File: src/rtl/core/slipdc_pkg.sv
// Shared types, constants and the CRC-16 byte update for the SLIP deframer.
// No dependencies; every other file of the block imports this package.
`timescale 1ns / 1ps

package slipdc_pkg;

  // Frame capacity and derived widths.
  localparam int MAX_FRAME_BYTES = 512;
  localparam int CNT_W           = $clog2(MAX_FRAME_BYTES + 1);
  localparam int LEN_W           = 10;
  localparam int CMP_W           = 17;

  // SLIP framing bytes: frame end, escape, and the escaped forms of both.
  localparam logic [7:0] FEND  = 8'hC0;
  localparam logic [7:0] FESC  = 8'hDB;
  localparam logic [7:0] TFEND = 8'hDC;
  localparam logic [7:0] TFESC = 8'hDD;

  // CRC-16/XMODEM generator polynomial.
  localparam logic [15:0] CRC_POLY = 16'h1021;

  // Configuration register indexes.
  localparam logic REG_MIN_FRAME_LEN    = 1'b0;
  localparam logic REG_CRC_FIELD_OFFSET = 1'b1;

  // Output packing widths.
  localparam int OUT_DATA_W = 56;

  // Frame status codes.
  typedef enum logic [2:0] {
    ST_NONE  = 3'd0,
    ST_GOOD  = 3'd1,
    ST_SHORT = 3'd2,
    ST_CRC   = 3'd3,
    ST_ERR   = 3'd4
  } status_t;

  // One result item.
  typedef struct packed {
    logic          byte_valid;
    logic [7:0]    byte_out;
    logic          frame_end;
    status_t       frame_status;
    logic [LEN_W-1:0] frame_length;
    logic [15:0]   crc_computed;
    logic [15:0]   crc_expected;
  } res_t;

  // Feed one byte into an MSB-first CRC-16 with the 0x1021 polynomial.
  function automatic logic [15:0] crc_feed(input logic [15:0] crc, input logic [7:0] b);
    logic [15:0] c;
    c = crc ^ {b, 8'h00};
    for (int i = 0; i < 8; i++) begin
      if (c[15]) begin
        c = {c[14:0], 1'b0} ^ CRC_POLY;
      end else begin
        c = {c[14:0], 1'b0};
      end
    end
    return c;
  endfunction

endpackage

File: src/rtl/core/slipdc_in_reg.sv
// Input register of the SLIP deframer: holds one raw link byte.
// Depends on slipdc_pkg (imported for house consistency of widths).
`timescale 1ns / 1ps

module slipdc_in_reg
  import slipdc_pkg::*;
(
  input  logic       clk,
  input  logic       rst_n,
  input  logic       in_tvalid,
  output logic       in_tready,
  input  logic [7:0] in_tdata,   // [7:0] rx_byte
  input  logic       advance,
  output logic       held_valid,
  output logic [7:0] held_byte
);

  logic       valid_r;
  logic       valid_nxt;
  logic [7:0] byte_r;

  // The register can take a new byte when empty or when its byte moves on.
  assign in_tready = !valid_r || advance;

  always_comb begin
    valid_nxt = valid_r;
    if (in_tready) begin
      valid_nxt = in_tvalid;
    end
  end

  always_ff @(posedge clk) begin
    if (!rst_n) begin
      valid_r <= 1'b0;
    end else begin
      valid_r <= valid_nxt;
    end
  end

  // Payload needs no reset.
  always_ff @(posedge clk) begin
    if (in_tvalid && in_tready) begin
      byte_r <= in_tdata;
    end
  end

  assign held_valid = valid_r;
  assign held_byte  = byte_r;

endmodule

File: src/rtl/core/slipdc_core.sv
// Per-byte SLIP decode, frame bookkeeping and CRC check for the deframer.
// Depends on slipdc_pkg for codes, the result type and the CRC update.
`timescale 1ns / 1ps

module slipdc_core
  import slipdc_pkg::*;
(
  input  logic       clk,
  input  logic       rst_n,
  input  logic       cfg_we,
  input  logic       cfg_addr,
  input  logic [6:0] cfg_wdata,
  input  logic       step,
  input  logic [7:0] rx_byte,
  output res_t       res
);

  // Configuration registers.
  logic [6:0] min_len_r;
  logic [5:0] crc_off_r;

  // Frame state.
  logic             esc_r, esc_nxt;
  logic             hunt_r, hunt_nxt;
  logic             ovf_r, ovf_nxt;
  logic [CNT_W-1:0] cnt_r, cnt_nxt;
  logic [15:0]      crc_r, crc_nxt;
  logic [15:0]      cap_r, cap_nxt;

  logic             take_en;
  logic [7:0]       take_d;
  logic             clear;
  logic [CMP_W-1:0] pos;
  logic [CMP_W-1:0] off_lo;
  logic [CMP_W-1:0] off_hi;

  // Configuration writes.
  always_ff @(posedge clk) begin
    if (!rst_n) begin
      min_len_r <= 7'd8;
      crc_off_r <= 6'd6;
    end else if (cfg_we) begin
      unique case (cfg_addr)
        REG_MIN_FRAME_LEN:    min_len_r <= cfg_wdata;
        REG_CRC_FIELD_OFFSET: crc_off_r <= cfg_wdata[5:0];
        default:              ;
      endcase
    end
  end

  assign pos    = CMP_W'(cnt_r);
  assign off_lo = CMP_W'(crc_off_r);
  assign off_hi = CMP_W'(crc_off_r) + CMP_W'(1);

  // Decode one byte and produce its result.
  always_comb begin
    esc_nxt  = esc_r;
    hunt_nxt = hunt_r;
    ovf_nxt  = ovf_r;
    cnt_nxt  = cnt_r;
    crc_nxt  = crc_r;
    cap_nxt  = cap_r;
    take_en  = 1'b0;
    take_d   = rx_byte;
    clear    = 1'b0;
    res      = '0;

    if (hunt_r) begin
      // Discard until END, which resynchronizes silently.
      if (rx_byte == FEND) begin
        hunt_nxt = 1'b0;
        clear    = 1'b1;
      end
    end else if (esc_r) begin
      esc_nxt = 1'b0;
      if (rx_byte == TFEND) begin
        take_en = 1'b1;
        take_d  = FEND;
      end else if (rx_byte == TFESC) begin
        take_en = 1'b1;
        take_d  = FESC;
      end else begin
        // Bad escape: END aborts at once, anything else starts hunting.
        res.frame_end    = (rx_byte == FEND);
        res.frame_status = ST_ERR;
        res.frame_length = LEN_W'(cnt_r);
        res.crc_computed = crc_r;
        res.crc_expected = cap_r;
        clear            = 1'b1;
        hunt_nxt         = (rx_byte != FEND);
      end
    end else if (rx_byte == FEND) begin
      // Close a non-empty frame; an empty one gives an all-zero result.
      if (cnt_r != '0 || ovf_r) begin
        res.frame_end    = 1'b1;
        res.frame_length = LEN_W'(cnt_r);
        res.crc_computed = crc_r;
        res.crc_expected = cap_r;
        priority if (ovf_r) begin
          res.frame_status = ST_ERR;
        end else if (pos < CMP_W'(min_len_r)) begin
          res.frame_status = ST_SHORT;
        end else if (crc_r != cap_r) begin
          res.frame_status = ST_CRC;
        end else begin
          res.frame_status = ST_GOOD;
        end
      end
      clear = 1'b1;
    end else if (rx_byte == FESC) begin
      esc_nxt = 1'b1;
    end else begin
      take_en = 1'b1;
    end

    // Store one decoded byte, or flag overflow when the frame is full.
    if (take_en) begin
      if (pos >= CMP_W'(MAX_FRAME_BYTES)) begin
        ovf_nxt = 1'b1;
      end else begin
        res.byte_valid = 1'b1;
        res.byte_out   = take_d;
        if (pos == off_lo) begin
          cap_nxt = {cap_r[15:8], take_d};
          crc_nxt = crc_feed(crc_r, 8'h00);
        end else if (pos == off_hi) begin
          cap_nxt = {take_d, cap_r[7:0]};
          crc_nxt = crc_feed(crc_r, 8'h00);
        end else begin
          crc_nxt = crc_feed(crc_r, take_d);
        end
        cnt_nxt = cnt_r + CNT_W'(1);
      end
    end

    if (clear) begin
      esc_nxt = 1'b0;
      ovf_nxt = 1'b0;
      cnt_nxt = '0;
      crc_nxt = '0;
      cap_nxt = '0;
    end
  end

  // State advances only when a byte moves into the result register.
  always_ff @(posedge clk) begin
    if (!rst_n) begin
      esc_r  <= 1'b0;
      hunt_r <= 1'b0;
      ovf_r  <= 1'b0;
      cnt_r  <= '0;
      crc_r  <= '0;
      cap_r  <= '0;
    end else if (step) begin
      esc_r  <= esc_nxt;
      hunt_r <= hunt_nxt;
      ovf_r  <= ovf_nxt;
      cnt_r  <= cnt_nxt;
      crc_r  <= crc_nxt;
      cap_r  <= cap_nxt;
    end
  end

endmodule

File: src/rtl/core/slipdc_out_reg.sv
// Result register of the SLIP deframer: holds one result request until taken.
// Depends on slipdc_pkg for the result type and output packing width.
`timescale 1ns / 1ps

module slipdc_out_reg
  import slipdc_pkg::*;
(
  input  logic                  clk,
  input  logic                  rst_n,
  input  logic                  load,
  input  res_t                  res,
  output logic                  room,
  output logic                  out_tvalid,
  input  logic                  out_tready,
  output logic [OUT_DATA_W-1:0] out_tdata,  // byte_out, frame_status, frame_length,
                                            // crc_computed, crc_expected, zero fill
  output logic                  out_tlast,  // frame_end
  output logic                  out_tuser   // byte_valid
);

  logic valid_r, valid_nxt;
  res_t res_r;

  // Room for a new result when empty or when the held one is taken now.
  assign room = !valid_r || out_tready;

  always_comb begin
    valid_nxt = valid_r;
    if (room) begin
      valid_nxt = load;
    end
  end

  always_ff @(posedge clk) begin
    if (!rst_n) begin
      valid_r <= 1'b0;
    end else begin
      valid_r <= valid_nxt;
    end
  end

  always_ff @(posedge clk) begin
    if (load) begin
      res_r <= res;
    end
  end

  // Pack the fields from the lowest bit up.
  assign out_tvalid = valid_r;
  assign out_tdata  = {3'b000, res_r.crc_expected, res_r.crc_computed,
                       res_r.frame_length, res_r.frame_status, res_r.byte_out};
  assign out_tlast  = res_r.frame_end;
  assign out_tuser  = res_r.byte_valid;

endmodule

File: src/rtl/core/slip_deframer_crc_check_top.sv
// Top level of the SLIP deframer with CRC-16/XMODEM frame check.
// Depends on slipdc_pkg, slipdc_in_reg, slipdc_core and slipdc_out_reg.
//
//   Channel   Ports                          Moves
//   in_       tvalid/tready/tdata[7:0]       one raw link byte per request
//   out_      tvalid/tready/tdata/tlast/tuser one result per raw byte
//   cfg_      we/addr/wdata[6:0]             register writes, no read-back
//
// Each raw byte is held in the input register before it moves into the result
// register, from which its result is offered. One byte per cycle is sustained
// while results are taken; the decode and CRC byte update sit between the two
// registers.
// rst_n is synchronous and active low; it clears the frame state and restores
// the register defaults. A stalled result holds the pipeline, while the input
// register still takes a byte if it is empty.
`timescale 1ns / 1ps

module slip_deframer_crc_check_top
  import slipdc_pkg::*;
(
  input  logic                  clk,
  input  logic                  rst_n,
  input  logic                  in_tvalid,
  output logic                  in_tready,
  input  logic [7:0]            in_tdata,   // [7:0] rx_byte
  output logic                  out_tvalid,
  input  logic                  out_tready,
  output logic [OUT_DATA_W-1:0] out_tdata,  // [7:0] byte_out, [10:8] frame_status,
                                            // [20:11] frame_length, [36:21] crc_computed,
                                            // [52:37] crc_expected, [55:53] zero
  output logic                  out_tlast,  // frame_end
  output logic                  out_tuser,  // [0] byte_valid
  input  logic                  cfg_we,
  input  logic                  cfg_addr,
  input  logic [6:0]            cfg_wdata
);

  logic       held_valid;
  logic [7:0] held_byte;
  logic       room;
  logic       advance;
  res_t       res;

  // A held byte moves on when the result register has room.
  assign advance = held_valid && room;

  slipdc_in_reg u_in_reg (
    .clk        (clk),
    .rst_n      (rst_n),
    .in_tvalid  (in_tvalid),
    .in_tready  (in_tready),
    .in_tdata   (in_tdata),
    .advance    (advance),
    .held_valid (held_valid),
    .held_byte  (held_byte)
  );

  slipdc_core u_core (
    .clk       (clk),
    .rst_n     (rst_n),
    .cfg_we    (cfg_we),
    .cfg_addr  (cfg_addr),
    .cfg_wdata (cfg_wdata),
    .step      (advance),
    .rx_byte   (held_byte),
    .res       (res)
  );

  slipdc_out_reg u_out_reg (
    .clk        (clk),
    .rst_n      (rst_n),
    .load       (advance),
    .res        (res),
    .room       (room),
    .out_tvalid (out_tvalid),
    .out_tready (out_tready),
    .out_tdata  (out_tdata),
    .out_tlast  (out_tlast),
    .out_tuser  (out_tuser)
  );

endmodule
File: config.mk
export PLATFORM = sky130hd
export DESIGN_NAME = slip_deframer_crc_check_top
export DESIGN_NICKNAME = d
export VERILOG_FILES = /design/src/rtl/core/slipdc_pkg.sv /design/src/rtl/core/slipdc_in_reg.sv /design/src/rtl/core/slipdc_core.sv /design/src/rtl/core/slipdc_out_reg.sv /design/src/rtl/core/slip_deframer_crc_check_top.sv
export SDC_FILE = /design/constraint.sdc
export NUM_CORES = 1
export LEC_CHECK = 0
export ABC_AREA = 1
export BUFFER_PORTS_ARGS = -buffer_cell sky130_fd_sc_hd__buf_4
export CAP_MARGIN = 20
export CELL_PAD_IN_SITES_DETAIL_PLACEMENT = 1
export CELL_PAD_IN_SITES_GLOBAL_PLACEMENT = 1
export CORE_ASPECT_RATIO = 1.75
export CORE_MARGIN = 3
export CORE_UTILIZATION = 47
export DETAILED_ROUTE_END_ITERATION = 8
export PLACE_DENSITY = 0.94
export SYNTH_ARGS = -nofsm -noshare
export SYNTH_HDL_FRONTEND = slang
export SYNTH_HIERARCHICAL = 1
export SYNTH_SLANG_ARGS = --single-unit
File: constraint.sdc
create_clock -name clk -period 7.6 [get_ports clk]
set_clock_uncertainty 0.1 [all_clocks]
set_input_delay 1.14 -clock clk [delete_from_list [all_inputs] [get_ports clk]]
set_output_delay 1.14 -clock clk [all_outputs]
set_load 0.1 [all_outputs]
### Word level (Yosys, flattened, before mapping)

Cells that the tools add are included.

* bits in registers: 123
* input port bits: 21
* output and inout bits: 60
* word-level logic and storage cells: 230

* $add $sub $neg: 2
* $lt $le $gt $ge: 2
* eq/ne operators: 11
* muxes and demuxes: 150
* bitwise logic cells: 26
* reduce and logical (&&, ||, !) cells: 20

Operators by type and width (number)
* 16-bit two-way mux: 87
* 13-bit two-way mux: 23
* 46-bit two-way mux: 5
* 3-bit NOT: 23
* 8-bit equality test, second input constant: 4
* 8-bit two-way mux: 4
* 10-bit two-way mux: 3
* 1-bit two-way mux: 24
* 10-bit by 17-bit equality test with 1-bit output: 1
* 16-bit inequality test: 1
* 16-bit bitwise XOR: 1
* 10-bit by 1-bit adder with 10-bit output, second input constant: 1
* 10-bit by 6-bit equality test with 1-bit output: 1
* 10-bit >= comparator, second input constant: 1
* 10-bit by 7-bit less-than comparator with 1-bit output: 1
* 10-bit nonzero test: 1
* 9-bit two-way mux: 1
* 8-bit inequality test, second input constant: 1
* 2-bit nonzero test: 4
* 6-bit by 1-bit adder with 7-bit output, second input constant: 1
* 3-bit two-way mux: 2
* 2-bit AND reduction: 3
* 3-bit AND reduction: 2
* 5-bit AND reduction: 1
* 9 further kinds: 15

### Logic depth before layout (Yosys ltp)

* depth after elaboration: 55
* gate-level depth with buffers: 16
* depth with buffers taken out: 15

### Modules after synthesis

The synthesis kept the hierarchy.

Modules (own cells, without submodules)
* slipdc_core: times used 1, cells an instance 654, area each 4073.9 sq um, sequential area each 1161.1 sq um
* slipdc_out_reg: times used 1, cells an instance 65, area each 1724.2 sq um, sequential area each 1671.6 sq um
* slipdc_in_reg: times used 1, cells an instance 15, area each 291.5 sq um, sequential area each 260.2 sq um
* slip_deframer_crc_check_top: times used 1, cells an instance 2, area each 7.5 sq um, sequential area each 0.0 sq um

### Least setup slack after synthesis

Ideal clock, no wire load.

* path kind: input -> output
* start: input out_tready
* end: output in_tready
* arrival: 2.968 ns
* required time: 6.360 ns
* path slack: 3.392 ns
* cell stages on the path: 6
* path buffers: 0
* cells stage by stage: inv_1 nand2_2 nand2_1 inv_1 inv_2 nand2_2

* longest elaborated chain between the ends: 3

Ends and longest elaborated chain
* start, declared: RTL line slip_deframer_crc_check_top.sv:27 `input logic out_tready,`
* 1-bit logical OR: RTL line slipdc_out_reg.sv:25 `assign room = !valid_r || out_tready;`
* via room: RTL line slip_deframer_crc_check_top.sv:40 `logic room;`
* 1-bit logical AND: RTL line slip_deframer_crc_check_top.sv:45 `assign advance = held_valid && room;`
* via advance: RTL line slip_deframer_crc_check_top.sv:41 `logic advance;`
* 1-bit logical OR: RTL line slipdc_in_reg.sv:23 `assign in_tready = !valid_r || advance;`
* end, declared: RTL line slip_deframer_crc_check_top.sv:24 `output logic in_tready,`

The timed path passes the listed nets, and every way through them passes these cells.

### Worst setup path in the final report

* start: input out_tready
* end: register u_core.cap_r[15]

* longest elaborated chain between the ends: 3

Ends and longest elaborated chain
* 1-bit logical OR: RTL line slipdc_out_reg.sv:25
* via room: RTL line slip_deframer_crc_check_top.sv:40
* 1-bit logical AND: RTL line slip_deframer_crc_check_top.sv:45
* via advance: RTL line slip_deframer_crc_check_top.sv:41
* 5-bit AND reduction (no source line)
* end signal, assigned: RTL line slipdc_core.sv:160 `cap_r <= cap_nxt;`
* end, declared: RTL line slipdc_core.sv:28 `logic [15:0] cap_r, cap_nxt;`

The timed path passes the listed nets, and every way through them passes these cells.
A chain may end at the register's enable or synchronous reset.

==> run metrics <==
Final HPWL DP=14,500 um; R2R depth=12; Syn Area/Cell=8.28 sq um; max_cap viols=0; cell accounting for the most synthesized area=edfxtp_1; Final Critical Period=3.26 ns; Final Max Slew Viols=0; synthesis warning total=6; antenna violations before repair=0; routed wire length=20,300 um; pwr dens=262 nW/um^2; Placed Cells=957; Final WS setup=4.34 ns; Worst Hold Class=reg -> reg; ant diodes=0; RSZ-0062 raised after global routing=no; clk sinks=123; maximum number of pins on one net before global-route repair=58; Non-Filler Instances=989; Layout area overhead=19.9%; DRT antenna net count=0; Post-synth EDFFs=63; CP endpoint kind=register; GRT Resource Usage Total=29.3%; Max FO, Critical Path=57; crit path DAT=3.44 ns; clock root buffer=clkbuf_16; TNS Setup=0 ns; hold_sp=u_core/min_len_r[5]; final worst path period share=42.9%; GRT overflow=0; DR iter-0 viols=530; most area-consuming cells after synthesis=edfxtp_1 (31%), dfxtp_1 (20%), nand2_1 (8.4%), nand3_1 (6.0%), nor2_1 (5.7%); CTS clock-pin slew for the worst setup and hold paths=0.06 ns; CTS tree=done; Die Wd=92.1 um; detailed-route via count=5,604; full die area=14,400 sq um; Leakage=3.01 nW; Least-Margin Pin Slew=0.842 ns; layout cells sized above 1=16.8%; # hold bufs at CTS=0; 1st-pass router iterations=5; fmax=307 MHz; NumNets Final=838; unique cell type count in the Yosys netlist=39; Syn Inst Count=736; Critical Path RT=7.78 ns; top cells by count, synth=nand2_1 (136), nor2_1 (92), inv_1 (86), nand3_1 (73), edfxtp_1 (63); WHS Path Cells=2; Seq/Total Area, Yosys=50.7%; Num CTS Buffers=17; commonest register cell after synthesis=edfxtp_1; status=complete, no violations; most common cell in the netlist=nand2_1; Die Y-Extent=157 um; post-synth top area share=31.0%; PostCTS Resize Cnt=0; # Post-CTS Setup Buffers=0; worst vdd ir=0.179 mV; num ports=81; routability-driven placement congestion ratio=0.953; Initial Util=48.5%; wire per inst=20.5 um; final setup fails=0; area of the core=12,600 sq um; vias in the first global route=6,157; clk buf depth=2; H-tree depth=4; std cell rows=54; worst r2r src=u_in_reg/held_byte[0]; drc violations=0; number of I/O port buffers=77; Max transition margin=43.9%; critical path launch point type=input pin; worst slack at placement=3.87 ns; Worst Setup SP=out_tready; synthesis-stage register bit count=123; Crit Path Class=in -> reg; first-pass GRT wire length=31,700 um; ys async rst share=0%; vias per cell=5.67; mapped cell area=6100 sq um; final-report hold violation count=0; clk_lat worst skew=0.43 ns
[power by group]
part / internal (mW) / switching [mW] / total, mW
clock network: 0.447 / 0.307 / 0.754
registers: 0.737 / 0.0348 / 0.771
logic: 0.0899 / 0.302 / 0.391
[layout by cell type, fill, tap and decap left out, types with 5 or more instances in the layout]
master | synthesis | routed
nand2_1 | 136 | 136
xnor2_1 | 10 | 10
xor2_1 | 19 | 19
ha_1 | 9 | 9
nor4_1 | 5 | 5
edfxtp_1 | 63 | 63
inv_2 | 4 | 5
nand2_2 | 11 | 11
o21ai_0 | 18 | 18
inv_1 | 86 | 85
clkbuf_16 | 0 | 17
nor2_1 | 92 | 92
nor3_1 | 11 | 11
buf_4 | 6 | 80
nand3_1 | 73 | 73
dfxtp_1 | 60 | 60
a21oi_1 | 55 | 55
clkinv_2 | 1 | 6
nand4_1 | 23 | 23
[final cells by class]
| class | count | area, sq um |
|---|---|---|
| fill | 1561 | 5250 |
| sequential | 123 | 3090 |
| multi-input combinational | 493 | 2510 |
| timing repair buffer | 80 | 601 |
| clock buffer | 17 | 425 |
| inverter | 93 | 350 |
| tap | 168 | 210 |
| clock inverter | 15 | 125 |
[registers in the layout, summed over array words and instances (netlist names), 6 cells and up]
name,flops
u_out_reg/out_tdata,53
u_core/cap_r,16
u_core/crc_r,16
u_core/cnt_r,10
u_in_reg/held_byte,8
u_core/min_len_r,7
u_core/crc_off_r,6
[through the flow]
stage | util, % | total power, mW | hold slack, ns | cell area, sq um
3_5_place_dp | 53.8 | 1.16 | 0.361 | 6760
4_1_cts | 58.2 | 1.92 | 0.369 | 7310
3_3_place_gp | 53.8 | 1.15 | 0.351 | 6760
6_report | 58.2 | 1.92 | 0.368 | 7310
2_1_floorplan | - | 1.07 | 0.335 | 6100
5_1_grt | 58.2 | 1.99 | 0.404 | 7310
[per-layer routing]
layer / wire, um / vias up / GRT usage, % / part of all wire (%)
li1: - / 2582 / - / -
met1: 6390 / 2725 / 25.8 / 31
met2: 11700 / 201 / 57.1 / 57
met3: 764 / 96 / 5.10 / 3.8
met4: 1480 / 0 / 22.1 / 7.3
met5: 0 / - / 0 / 0
[critical path, cell delays in order]
cell     delay, ns
buf_4         0.08
inv_1         0.04
nand2_2       0.07
nand2_1       0.07
inv_2         0.08
buf_4         0.58
inv_1         0.25
nor2_4        0.18
nand2_4       0.18
nand2_2       0.36
nand2_2       0.20
nand2_1       0.11
a21oi_1       0.07
[worst paths after layout]
path	to	slack (ns)
worst max-delay path	u_core/cap_r[15]	4.34
worst min-delay path	u_core/min_len_r[5]	0.37
worst min register to register	u_core/min_len_r[5]	0.37
worst max register to register	u_core/cap_r[15]	4.67
[logic make-up after synthesis]
logic type	synth area share, %
buffers and inverters	8.31
DFF	50.7
adders and majority gates	1.85
xor gates and xnor gates	4.17
AOI/OAI and AO/OA	8.27
other	0.0615
and+or+nand+nor	26.6
No activity file was read; power rests on OpenSTA's default activity.
